<file path="config.mk">
export PLATFORM = sky130hd
export DESIGN_NAME = length_prefixed_frame_parser_flat
export DESIGN_NICKNAME = d
export VERILOG_FILES = /design/src/rtl/lpfp_pkg.sv /design/src/rtl/lpfp_if.sv /design/src/rtl/length_prefixed_frame_parser.sv /design/src/flat_wrapper.sv
export SDC_FILE = /design/constraint.sdc
export NUM_CORES = 1
export LEC_CHECK = 0
export BUFFER_PORTS_ARGS = -buffer_cell sky130_fd_sc_hd__buf_2
export CAP_MARGIN = 20
export CORE_MARGIN = 4
export CORE_UTILIZATION = 59
export DETAILED_ROUTE_END_ITERATION = 10
export GPL_TIMING_DRIVEN = 0
export PLACE_DENSITY = 0.88
export SLEW_MARGIN = 10
export SYNTH_ARGS = -nofsm -noshare
export SYNTH_HDL_FRONTEND = slang
export SYNTH_SLANG_ARGS = --single-unit
</file>
<file path="constraint.sdc">
create_clock -name clk_i -period 4.18 [get_ports clk_i]
set_input_delay 0.627 -clock clk_i [delete_from_list [all_inputs] [get_ports clk_i]]
set_output_delay 0.627 -clock clk_i [all_outputs]
set_load 0.005 [all_outputs]
</file>
<file path="src/rtl/lpfp_pkg.sv">
// ----------------------------------------------------------------------------
// lpfp_pkg
// Shared types and constants for the length-prefixed frame parser.
// ----------------------------------------------------------------------------
`default_nettype none

package lpfp_pkg;

  localparam int unsigned ByteW   = 8;
  localparam int unsigned LengthW = 32;
  localparam int unsigned LenCntW = 2;

  localparam logic [LenCntW-1:0] LenCntLast = LenCntW'(LengthW / ByteW - 1);

  typedef enum logic [2:0] {
    PH_IDLE    = 3'd0,
    PH_COMMAND = 3'd1,
    PH_TYPE    = 3'd2,
    PH_LENGTH  = 3'd3,
    PH_DATA    = 3'd4
  } lpfp_phase_e;

endpackage

`default_nettype wire

</file>
<file path="src/rtl/lpfp_if.sv">
// ----------------------------------------------------------------------------
// lpfp_if
// Valid/ready channels of the frame parser: received bytes, results and
// the start byte register write.
// ----------------------------------------------------------------------------
`default_nettype none

interface lpfp_rx_if;
  logic       valid;
  logic       ready;
  logic [7:0] rx_byte;

  modport source (output valid, output rx_byte, input ready);
  modport sink   (input valid, input rx_byte, output ready);
endinterface

interface lpfp_res_if;
  logic        valid;
  logic        ready;
  logic [7:0]  command;
  logic [7:0]  msg_type;
  logic [31:0] frame_length;
  logic [7:0]  payload_byte;
  logic        has_payload;
  logic        last;

  modport source (output valid, output command, output msg_type, output frame_length,
                  output payload_byte, output has_payload, output last, input ready);
  modport sink   (input valid, input command, input msg_type, input frame_length,
                  input payload_byte, input has_payload, input last, output ready);
endinterface

interface lpfp_cfg_if;
  logic       valid;
  logic       ready;
  logic [7:0] start_byte;

  modport source (output valid, output start_byte, input ready);
  modport sink   (input valid, input start_byte, output ready);
endinterface

`default_nettype wire

</file>
<file path="src/rtl/length_prefixed_frame_parser.sv">
// ----------------------------------------------------------------------------
// length_prefixed_frame_parser
// Hunts for the start byte, collects command, type and a four-byte
// little-endian length, then streams the payload bytes out with the header.
//
//   channel  direction  payload                                   handshake
//   rx_if    in         rx_byte                                   valid/ready
//   res_if   out        command msg_type frame_length payload_byte valid/ready
//                       has_payload last
//   cfg_if   in         start_byte                                valid/ready
//
// One byte per cycle while results are taken; a byte passes through the input
// register, then the result register. Header and idle bytes give no result,
// except the last length byte of an empty frame. rst_ni clears phase, counts
// and the valid flags; start_byte resets to zero. A stalled result holds the
// result register; the input register takes one more byte, then ready drops.
// ----------------------------------------------------------------------------
`default_nettype none

module length_prefixed_frame_parser (
  input  wire logic clk_i,
  input  wire logic rst_ni,
  lpfp_rx_if.sink   rx_if,
  lpfp_res_if.source res_if,
  lpfp_cfg_if.sink  cfg_if
);
  import lpfp_pkg::*;

  logic [ByteW-1:0]   start_byte_q;
  logic               in_valid_q, in_valid_d;
  logic [ByteW-1:0]   in_byte_q;
  lpfp_phase_e        phase_q, phase_d;
  logic [ByteW-1:0]   cmd_q, cmd_d;
  logic [ByteW-1:0]   typ_q, typ_d;
  logic [LengthW-1:0] len_q, len_d;
  logic [LenCntW-1:0] len_cnt_q, len_cnt_d;
  logic [LengthW-1:0] rcv_q, rcv_d;

  logic               out_valid_q, out_valid_d;
  logic [ByteW-1:0]   out_cmd_q, out_typ_q, out_pay_q;
  logic [LengthW-1:0] out_len_q;
  logic               out_has_q, out_last_q;

  logic               advance, process, emit, emit_has, emit_last;
  logic [ByteW-1:0]   emit_pay;
  logic [LengthW-1:0] len_next, rcv_next;

  assign advance      = !out_valid_q || res_if.ready;
  assign process      = in_valid_q && advance;
  assign rx_if.ready  = !in_valid_q || advance;
  assign cfg_if.ready = 1'b1;

  assign len_next = len_q | ({{(LengthW-ByteW){1'b0}}, in_byte_q} << {len_cnt_q, 3'b000});
  assign rcv_next = rcv_q + LengthW'(1);

  always_comb begin
    phase_d   = phase_q;
    cmd_d     = cmd_q;
    typ_d     = typ_q;
    len_d     = len_q;
    len_cnt_d = len_cnt_q;
    rcv_d     = rcv_q;
    emit      = 1'b0;
    emit_pay  = '0;
    emit_has  = 1'b0;
    emit_last = 1'b0;
    if (process) begin
      unique case (phase_q)
        PH_IDLE: begin
          if (in_byte_q == start_byte_q) begin
            cmd_d     = '0;
            typ_d     = '0;
            len_d     = '0;
            len_cnt_d = '0;
            rcv_d     = '0;
            phase_d   = PH_COMMAND;
          end
        end
        PH_COMMAND: begin
          cmd_d   = in_byte_q;
          phase_d = PH_TYPE;
        end
        PH_TYPE: begin
          typ_d   = in_byte_q;
          phase_d = PH_LENGTH;
        end
        PH_LENGTH: begin
          len_d = len_next;
          if (len_cnt_q == LenCntLast) begin
            len_cnt_d = '0;
            rcv_d     = '0;
            if (len_next == '0) begin
              phase_d   = PH_IDLE;
              emit      = 1'b1;
              emit_last = 1'b1;
            end else begin
              phase_d = PH_DATA;
            end
          end else begin
            len_cnt_d = len_cnt_q + LenCntW'(1);
          end
        end
        PH_DATA: begin
          rcv_d     = rcv_next;
          emit      = 1'b1;
          emit_pay  = in_byte_q;
          emit_has  = 1'b1;
          emit_last = (rcv_next == len_q);
          if (rcv_next == len_q) begin
            phase_d = PH_IDLE;
          end
        end
        default: phase_d = PH_IDLE;
      endcase
    end
  end

  always_comb begin
    in_valid_d = in_valid_q;
    if (rx_if.valid && rx_if.ready) begin
      in_valid_d = 1'b1;
    end else if (process) begin
      in_valid_d = 1'b0;
    end
    out_valid_d = out_valid_q;
    if (advance) begin
      out_valid_d = emit;
    end
  end

  always_ff @(posedge clk_i or negedge rst_ni) begin
    if (!rst_ni) begin
      start_byte_q <= '0;
      in_valid_q   <= 1'b0;
      out_valid_q  <= 1'b0;
      phase_q      <= PH_IDLE;
      cmd_q        <= '0;
      typ_q        <= '0;
      len_q        <= '0;
      len_cnt_q    <= '0;
      rcv_q        <= '0;
    end else begin
      if (cfg_if.valid && cfg_if.ready) begin
        start_byte_q <= cfg_if.start_byte;
      end
      in_valid_q  <= in_valid_d;
      out_valid_q <= out_valid_d;
      phase_q     <= phase_d;
      cmd_q       <= cmd_d;
      typ_q       <= typ_d;
      len_q       <= len_d;
      len_cnt_q   <= len_cnt_d;
      rcv_q       <= rcv_d;
    end
  end

  always_ff @(posedge clk_i) begin
    if (rx_if.valid && rx_if.ready) begin
      in_byte_q <= rx_if.rx_byte;
    end
    if (advance && emit) begin
      out_cmd_q  <= cmd_d;
      out_typ_q  <= typ_d;
      out_len_q  <= len_d;
      out_pay_q  <= emit_pay;
      out_has_q  <= emit_has;
      out_last_q <= emit_last;
    end
  end

  assign res_if.valid        = out_valid_q;
  assign res_if.command      = out_cmd_q;
  assign res_if.msg_type     = out_typ_q;
  assign res_if.frame_length = out_len_q;
  assign res_if.payload_byte = out_pay_q;
  assign res_if.has_payload  = out_has_q;
  assign res_if.last         = out_last_q;

endmodule

`default_nettype wire

</file>
<file path="src/flat_wrapper.sv">
// flat-port wrapper written by rule: the top's interface ports become plain ports
module length_prefixed_frame_parser_flat import lpfp_pkg::*;
  (clk_i, rst_ni, rx_if_valid, rx_if_rx_byte, rx_if_ready, res_if_valid, res_if_command, res_if_msg_type, res_if_frame_length, res_if_payload_byte, res_if_has_payload, res_if_last, res_if_ready, cfg_if_valid, cfg_if_start_byte, cfg_if_ready);
  lpfp_rx_if rx_if_i ();
  lpfp_res_if res_if_i ();
  lpfp_cfg_if cfg_if_i ();
  input  wire logic clk_i;
  input  wire logic rst_ni;
  input wire logic [$bits(rx_if_i.valid)-1:0] rx_if_valid;
  input wire logic [$bits(rx_if_i.rx_byte)-1:0] rx_if_rx_byte;
  output wire logic [$bits(rx_if_i.ready)-1:0] rx_if_ready;
  output wire logic [$bits(res_if_i.valid)-1:0] res_if_valid;
  output wire logic [$bits(res_if_i.command)-1:0] res_if_command;
  output wire logic [$bits(res_if_i.msg_type)-1:0] res_if_msg_type;
  output wire logic [$bits(res_if_i.frame_length)-1:0] res_if_frame_length;
  output wire logic [$bits(res_if_i.payload_byte)-1:0] res_if_payload_byte;
  output wire logic [$bits(res_if_i.has_payload)-1:0] res_if_has_payload;
  output wire logic [$bits(res_if_i.last)-1:0] res_if_last;
  input wire logic [$bits(res_if_i.ready)-1:0] res_if_ready;
  input wire logic [$bits(cfg_if_i.valid)-1:0] cfg_if_valid;
  input wire logic [$bits(cfg_if_i.start_byte)-1:0] cfg_if_start_byte;
  output wire logic [$bits(cfg_if_i.ready)-1:0] cfg_if_ready;
  assign rx_if_i.valid = rx_if_valid;
  assign rx_if_i.rx_byte = rx_if_rx_byte;
  assign rx_if_ready = rx_if_i.ready;
  assign res_if_valid = res_if_i.valid;
  assign res_if_command = res_if_i.command;
  assign res_if_msg_type = res_if_i.msg_type;
  assign res_if_frame_length = res_if_i.frame_length;
  assign res_if_payload_byte = res_if_i.payload_byte;
  assign res_if_has_payload = res_if_i.has_payload;
  assign res_if_last = res_if_i.last;
  assign res_if_i.ready = res_if_ready;
  assign cfg_if_i.valid = cfg_if_valid;
  assign cfg_if_i.start_byte = cfg_if_start_byte;
  assign cfg_if_ready = cfg_if_i.ready;
  length_prefixed_frame_parser u_core (.clk_i(clk_i), .rst_ni(rst_ni), .rx_if(rx_if_i), .res_if(res_if_i), .cfg_if(cfg_if_i));
endmodule
</file>
[After elaboration in Yosys (flattened, before gate mapping)]
Index checks and enable logic that the tools add are counted.
Operators by class
  add/sub/neg operators: 2
  muxes and demuxes: 28
  shift operators: 1
  bitwise gates (word level): 1
  equality and inequality tests: 10
  reductions and logical operators: 16
Operators by type and width (number)
  32-bit two-way mux: 4
  32-bit one-hot mux with 3 select lines: 1
  32-bit one-hot mux with 2 select lines: 1
  32-bit by 1-bit adder with 32-bit output (second input constant): 1
  32-bit equality test: 1
  32-bit zero test: 1
  8-bit two-way mux: 4
  32-bit OR: 1
  8-bit one-hot mux with 2 select lines: 2
  8-bit by 5-bit << shifter with 32-bit output: 1
  3-bit one-hot mux with 5 select lines: 1
  3-bit two-way mux: 4
  8-bit equality test: 1
  4-bit AND reduction: 2
  3-bit by 2-bit equality test with 1-bit output (second input constant): 2
  1-bit two-way mux: 6
  2-bit by 1-bit != test with 1-bit output (second input constant): 3
  2-bit two-way mux: 2
  1-bit one-hot mux with 2 select lines: 2
  2-bit one-hot mux with 2 select lines: 1
  2-bit nonzero test: 2
  3-bit by 1-bit equality test with 1-bit output (second input constant): 1
  3-bit equality test (second input constant): 1
  1-bit logical AND: 3
  other kinds (8): 10
Word-level totals
  input bits: 21
  output and inout bits: 61
  register bits after elaboration: 161

[Depth between registers and ports, before layout]
Gate-level depths: netlist of run 1.
  depth in word-level cells: 8
  gate-level depth with buffers: 10

[Least setup slack after synthesis of run 1]
Ideal clock, no wire load.
  path type: in2reg
  start: input port res_if_ready
  end: register u_core.out_cmd_q[0], in the netlist u_core.res_if.command[0] (enable)
  data required time: 3.527 ns
  arrival time: 2.751 ns
  stages: 7
  library setup time: 0.653 ns
  path slack: 0.776 ns
  cells stage by stage: nand2b_1 -> nand2_1 -> nor2_1 -> nand3_1 -> clkbuf_1 -> buf_1 -> nand2_1
Between the ends
  cells in the longest elaborated chain, start to end: 4
RTL lines
  from (decl): line flat_wrapper.sv:19  | input wire logic [$bits(res_if_i.ready)-1:0] res_if_ready;
  1-bit logical OR (*): line length_prefixed_frame_parser.sv:48  | assign advance = !out_valid_q || res_if.ready;
  1-bit logical AND: line length_prefixed_frame_parser.sv:49  | assign process = in_valid_q && advance;
  1-bit two-way mux: line length_prefixed_frame_parser.sv:67  | if (process) begin
  1-bit logical AND (*): line length_prefixed_frame_parser.sv:161  | if (advance && emit) begin
  to (signal assigned): line length_prefixed_frame_parser.sv:162  | out_cmd_q <= cmd_d;
  to (decl): line length_prefixed_frame_parser.sv:40  | logic [ByteW-1:0] out_cmd_q, out_typ_q, out_pay_q;
Mark *: on every way between the ends. The rest lies on a longest branch, timed or not.
A chain may end at the register's enable or synchronous reset.

[Final worst setup path of run 1]
  start: register u_core.in_byte_q[4]
  end: register u_core.out_len_q[20], in the netlist u_core.res_if.frame_length[20] (data pin)
Between the ends
  cells in the longest elaborated chain, start to end: 4
  elaborated cells between the ends (all ways): 6
RTL lines
  from (decl): line length_prefixed_frame_parser.sv:31  | logic [ByteW-1:0] in_byte_q;
  from (signal assigned): line length_prefixed_frame_parser.sv:159  | in_byte_q <= rx_if.rx_byte;
  8-bit by 5-bit << shifter with 32-bit output or 8-bit equality test (tied branches): line length_prefixed_frame_parser.sv:53, length_prefixed_frame_parser.sv:70
  32-bit OR or 32-bit two-way mux (tied branches): line length_prefixed_frame_parser.sv:53, length_prefixed_frame_parser.sv:70
  32-bit one-hot mux with 2 select lines (*): line length_prefixed_frame_parser.sv:68  | unique case (phase_q)
  32-bit two-way mux (*): line length_prefixed_frame_parser.sv:67
  via u_core.len_d[20]: line length_prefixed_frame_parser.sv:35  | logic [LengthW-1:0] len_q, len_d;
  to (signal assigned): line length_prefixed_frame_parser.sv:164  | out_len_q <= len_d;
  to (decl): line length_prefixed_frame_parser.sv:41  | logic [LengthW-1:0] out_len_q;
The timed path passes the listed nets; every way through them passes the cells marked *.

==> results of run 1 <==
## area by class of cell
cell class | instances | area [µm²] | share of cell area (%)
buffer | 49 | 218 | 2.42
sequential | 161 | 4360 | 48.5
timing repair buffer | 81 | 445 | 4.96
tap | 172 | 215 | 2.40
clock inverter | 11 | 93.8 | 1.04
clock buffer | 21 | 470 | 5.24
inverter | 9 | 33.8 | 0.376
multi-input combinational | 504 | 3150 | 35.0
## routing by layer
| metal | track usage [%] | up-vias |
|---|---|---|
| li1 | - | 2892 |
| met1 | 41.0 | 3153 |
| met2 | 47.0 | 420 |
| met3 | 6.73 | 93 |
| met4 | 15.4 | 0 |
| met5 | 0 | - |
## cell usage after synthesis, types with 15 or more instances
library cell	number
nor4_1	20
edfxtp_1	66
nand3_1	19
dfrtp_1	95
o31ai_1	15
a22o_1	18
clkbuf_1	33
a21oi_1	48
nor3_1	20
xor2_1	29
nor2_1	75
nand2_1	42
o21ai_0	45
and2_1	15
nand4_1	25
xnor2_1	25
## final timing paths
path	slack, ns	depth (start not counted)	end
min	0.21	1	u_core.start_byte_q[1]
max in group asynchronous	3.30	2	u_core.len_q[13]
min in group clk_i	0.36	1	u_core.in_byte_q[7]
min reg2reg	0.50	1	u_core.cmd_q[3]
max	0.27	9	u_core.res_if.frame_length[20]
max reg2reg	0.27	9	u_core.res_if.frame_length[20]
## metrics by stage
| stage | area (µm²) | power [mW] | setup TNS (ns) |
|---|---|---|---|
| global placement | 8360 | 3.57 | -31.59 |
| floorplan | 7750 | 3.17 | 0 |
| CTS | 8980 | 5.13 | 0 |
| detailed placement | 8420 | 3.63 | 0 |
| global route | 8980 | 5.42 | 0 |
| finish | 8980 | 5.17 | 0 |
## worst max-delay path: stages, from the launching register on
cell and delay, ns:
edfxtp_1 0.33, clkbuf_1 0.59, xor2_1 0.15, nor4_1 0.37
a2111oi_0 0.23, nor2_1 0.25, nand2_1 0.19, nor3_1 0.71
clkbuf_1 0.60, nor2_1 0.18
## power by group through the flow
stage	Clock [mW]	Combinational [mW]	Sequential [mW]
after global routing	1.56	1.63	2.22
after CTS	1.48	1.45	2.20
after global placement	0	1.36	2.21
final	1.47	1.49	2.21
after floorplan	0	1.04	2.13
after detailed placement	0	1.42	2.22
## kinds of logic after synthesis
family	Yosys count
AO/OA/AOI/OAI	170
flip-flops	161
adder cells (fa/ha/maj)	2
other	1
multiplexers	10
AND/OR/NAND/NOR	267
buffers and inverters	58
XOR/XNOR	54
==> impl_metrics.toml, run 1 <==
[timing]
relSlewSlack_pct = 30.2
hold_viol = 0
timing.final.crit_period_ns = 3.91
period_share_pct = 93.5
final.setup_skew_ns = 0.0101
grt_setup_unrepaired = "no"
post-route-worst-setup-slack_ns = 0.272
fin_hold_ws_ns = 0.210
setup_viol = 0
tightest_slew_ns = 1.04
max_freq_mhz = 256
drv_slew = 0

[yosys]
synth_compound_area_share_pct = 14.1
synth_cell_types = 67
synth_seq_cells = 161
syn-cell-area_um2 = 7750
syn_area_per_cell_um2 = 10.7
ys_async_sr_fraction_pct = 59.0
synth_top_area_share_pct = 30.7
netlist_top_cells_area = "dfrtp_1 31%, edfxtp_1 26%, nor2_1 3.6%, xor2_1 3.3%, a21oi_1 3.1%"
synth_edf_count = 66
syn_nets = 746
synth_fa_ha_area_share_pct = 0.323
yosysSeqAreaShare_pct = 56.2
synth_xor_area_share_pct = 6.10
synth-simple-area-share_pct = 18.6
yosysTopAreaCell = "dfrtp_1"
syn_inst = 723
synth_top_family_by_area = "simple AND/OR/NAND/NOR gates"
synth_warnings = 0
post_synth_mux_area_share_pct = 1.42
synth_top_flop_cell = "dfrtp_1"

[global_routing]
grt.overflow.total = 0
grt_max_degree = 49
grt_usage_pct = 30.4
grt_pass1_vias = 6351
antenna_found_initial = 0
grt_pass1_wl_mm = 34.3

[route]
drc = 0
finalWirelength_mm = 21.8
wl_per_cell_um = 21.7
drt_iter0_drc = 826
wl_met3_mm = 2.33
first_pass_iters = 6
topRoutingLayerUsed = "met4"
wl_met1_mm = 8.43
met2WireLength_mm = 10.2
viasPerCell = 6.51
num_vias = 6558
ant_nets = 0

[pwr]
p_sw_share_pct = 35.5
clockPowerShare_pct = 28.5
comb_power_share_pct = 28.8
p_leak_nw = 3.82
seqPwrFrac_pct = 42.8
power_density_nw_per_um2 = 576
internal_power_mw = 3.34
p_switching_mw = 1.84
ir_worst_vdd_v = 0.000493

[clock_network]
cts.sinks = 161
numCtsBuffers = 17
ctsLongestPathBuffers = 2
clk_latency_ns = 0.44
htreeDepth = 4
clk_pin_slew_worst_paths_ns = 0.06
cts_tree = "done"
clock-root-buffer = "clkbuf_16"
cts-resized-gates = 0
cts_setup_buffers = 0
cts_hold_buf = 0

[floorplan]
core_area_um2 = 12700
start_util_pct = 60.9
io-pin-count = 82
die_h_um = 123
die_x_um = 123
dieArea_um2 = 15000
row_count = 41

[placed_design]
pre_cts_ws_ns = 0.468
gp_congestion = 0.960
io_buffers = 79
place_inst = 976
dp_hpwl_mm = 14.9

[final_layout]
syn_to_final_growth_pct = 15.8
antenna_cells = 0
nets = 846
fillCellCount = 904
final_util_pct = 70.6
final_cell_mix = "95 x dfrtp_1, 86 x buf_2, 75 x nor2_1, 66 x edfxtp_1, 48 x a21oi_1"
drive_gt1_share_pct = 18.2
stdcell_count = 1008
layout_commonest_cell = "dfrtp_1"

[setup_path]
critPathKind = "reg -> reg"
worstSetupEndpointType = "register"
cp-startpoint = "u_core.in_byte_q[4]"
arrival_ns = 4.05
startpoint_type = "register"
required_ns = 4.32
crit_fanout = 10
r2r_start = "u_core.in_byte_q[4]"

[run]
maxCapViolations = 0

[min_path]
hold_path.class = "in -> async"

[run_status]
status = "complete, no violations"
Power figures use the tool's default switching activity.
==> inputs of run 2 (changes only) <==
--- a/config.mk
+++ b/config.mk
@@ -5,7 +5,7 @@
 export SDC_FILE = /design/constraint.sdc
 export NUM_CORES = 1
 export LEC_CHECK = 0
-export BUFFER_PORTS_ARGS = -buffer_cell sky130_fd_sc_hd__buf_2
+export BUFFER_PORTS_ARGS = -buffer_cell sky130_fd_sc_hd__buf_4
 export CAP_MARGIN = 20
 export CORE_MARGIN = 4
 export CORE_UTILIZATION = 59
==> run 2 against run 1 <==
  * Global-route usage grew 1.6 points
  * Register-to-register slack gained 0.14 ns
  * Hold slack lost 0.0069 ns
  * First-iteration DRC count grew 19%
  * Core utilization grew 1.7 points
  * Clock power grew 5%
  * Wire length grew 5.2%
  * Largest cell class unchanged
  * Highest routed layer unchanged
==> impl_metrics.toml, run 2 (same netlist as run 1, synthesis figures left out) <==
[global_routing]
grt_pass1_vias = 6489
grt_usage_pct = 32.1
antenna_found_initial = 0
grt_max_degree = 52
grt.overflow.total = 0
grt_pass1_wl_mm = 35.8

[pwr]
ir_worst_vdd_v = 0.000408
p_leak_nw = 3.88
power_density_nw_per_um2 = 576

[floorplan]
start_util_pct = 60.9
die_h_um = 123
dieArea_um2 = 15000
core_area_um2 = 12700
io-pin-count = 82
row_count = 41
die_x_um = 123

[clock_network]
cts_hold_buf = 0
ctsLongestPathBuffers = 2
numCtsBuffers = 17
clock-root-buffer = "clkbuf_16"
cts-resized-gates = 0
htreeDepth = 4
cts.sinks = 161
clk_pin_slew_worst_paths_ns = 0.07
cts_setup_buffers = 0
clk_latency_ns = 0.43
cts_tree = "done"

[min_path]
hold_path.class = "in -> async"

[placed_design]
place_inst = 976
io_buffers = 79
gp_congestion = 0.941
dp_hpwl_mm = 16.1

[route]
first_pass_iters = 5
wl_per_cell_um = 22.8
finalWirelength_mm = 23.0
viasPerCell = 6.49
drc = 0
num_vias = 6543
drt_iter0_drc = 985
ant_nets = 0

[run_status]
status = "complete, no violations"

[setup_path]
startpoint_type = "register"
arrival_ns = 3.90
worstSetupEndpointType = "register"
required_ns = 4.32
critPathKind = "reg -> reg"
reg2reg_depth = 9
crit_fanout = 10

[final_layout]
final_cell_mix = "95 x dfrtp_1, 85 x buf_4, 75 x nor2_1, 66 x edfxtp_1, 48 x a21oi_1"
nets = 846
layout_commonest_cell = "dfrtp_1"
stdcell_count = 1008
fillCellCount = 906
syn_to_final_growth_pct = 18.6
drive_gt1_share_pct = 18.2
final_util_pct = 72.3
antenna_cells = 0

[timing]
drv_slew = 0
period_share_pct = 90.1
fin_hold_ws_ns = 0.203
tightest_slew_ns = 1.07
setup_tns_ns = 0
timing.final.crit_period_ns = 3.77
final.setup_skew_ns = 0.00886
hold_viol = 0
relSlewSlack_pct = 28.1
setup_viol = 0
max_freq_mhz = 266
grt_setup_unrepaired = "no"

[run]
maxCapViolations = 0
[run 2: final timing paths]
path / from / end / slack (ns)
worst max-delay path: u_core.in_byte_q[4] / u_core.res_if.frame_length[16] / 0.41
worst min-delay path: rst_ni / u_core.start_byte_q[3] / 0.20
max in group asynchronous: rst_ni / u_core.rcv_q[22] / 3.30
min in group clk_i: rx_if_rx_byte[1] / u_core.in_byte_q[1] / 0.37
worst max register to register: u_core.in_byte_q[4] / u_core.res_if.frame_length[16] / 0.41
worst min register to register: u_core.rcv_q[31] / u_core.rcv_q[31] / 0.51
[run 2: metrics by stage]
stage                     setup WS [ns]  power (mW)  cell area [µm²]
after global routing              0.296        5.53             9200
final                             0.414        5.30             9200
after detailed placement          0.392        3.68             8610
after global placement           -0.652        3.61             8560
after CTS                         0.611        5.24             9200
after floorplan                   0.776        3.17             7750
[run 2: report_power, final]
group / total (mW) / leakage [nW] / internal [mW] / switching [mW]
clock: 1.55 / 0.283 / 0.857 / 0.694
combinational: 1.54 / 1.70 / 0.566 / 0.970
sequential: 2.21 / 1.90 / 1.96 / 0.245
total: 5.30 / 3.88 / 3.39 / 1.91
[run 2: worst max-delay path, cell delays in order, from the launching register on]
cell	delay (ns)
edfxtp_1	0.35
clkbuf_1	0.56
xor2_1	0.14
nor4_1	0.36
a2111oi_0	0.21
nor2_1	0.23
nand2_1	0.19
nor3_1	0.73
clkbuf_1	0.46
nor2_1	0.23
[run 2: layout make-up]
| class | instances | area [µm²] | share of cell area [%] |
|---|---|---|---|
| Sequential cell | 161 | 4360 | 47.4 |
| Multi-Input combinational cell | 504 | 3150 | 34.2 |
| Timing Repair Buffer | 81 | 641 | 6.97 |
| Clock buffer | 18 | 439 | 4.78 |
| Buffer | 49 | 218 | 2.37 |
| Tap cell | 172 | 215 | 2.34 |
| Clock inverter | 14 | 145 | 1.58 |
| Inverter | 9 | 33.8 | 0.367 |
[run 2: routing by layer]
metal / GRT usage, % / routed length, µm / up-vias
met5: 0 / 0 / -
met4: 12.1 / 644 / 0
met3: 7.79 / 2160 / 58
met2: 50.1 / 10900 / 408
met1: 44.0 / 9280 / 3187
li1: - / - / 2890
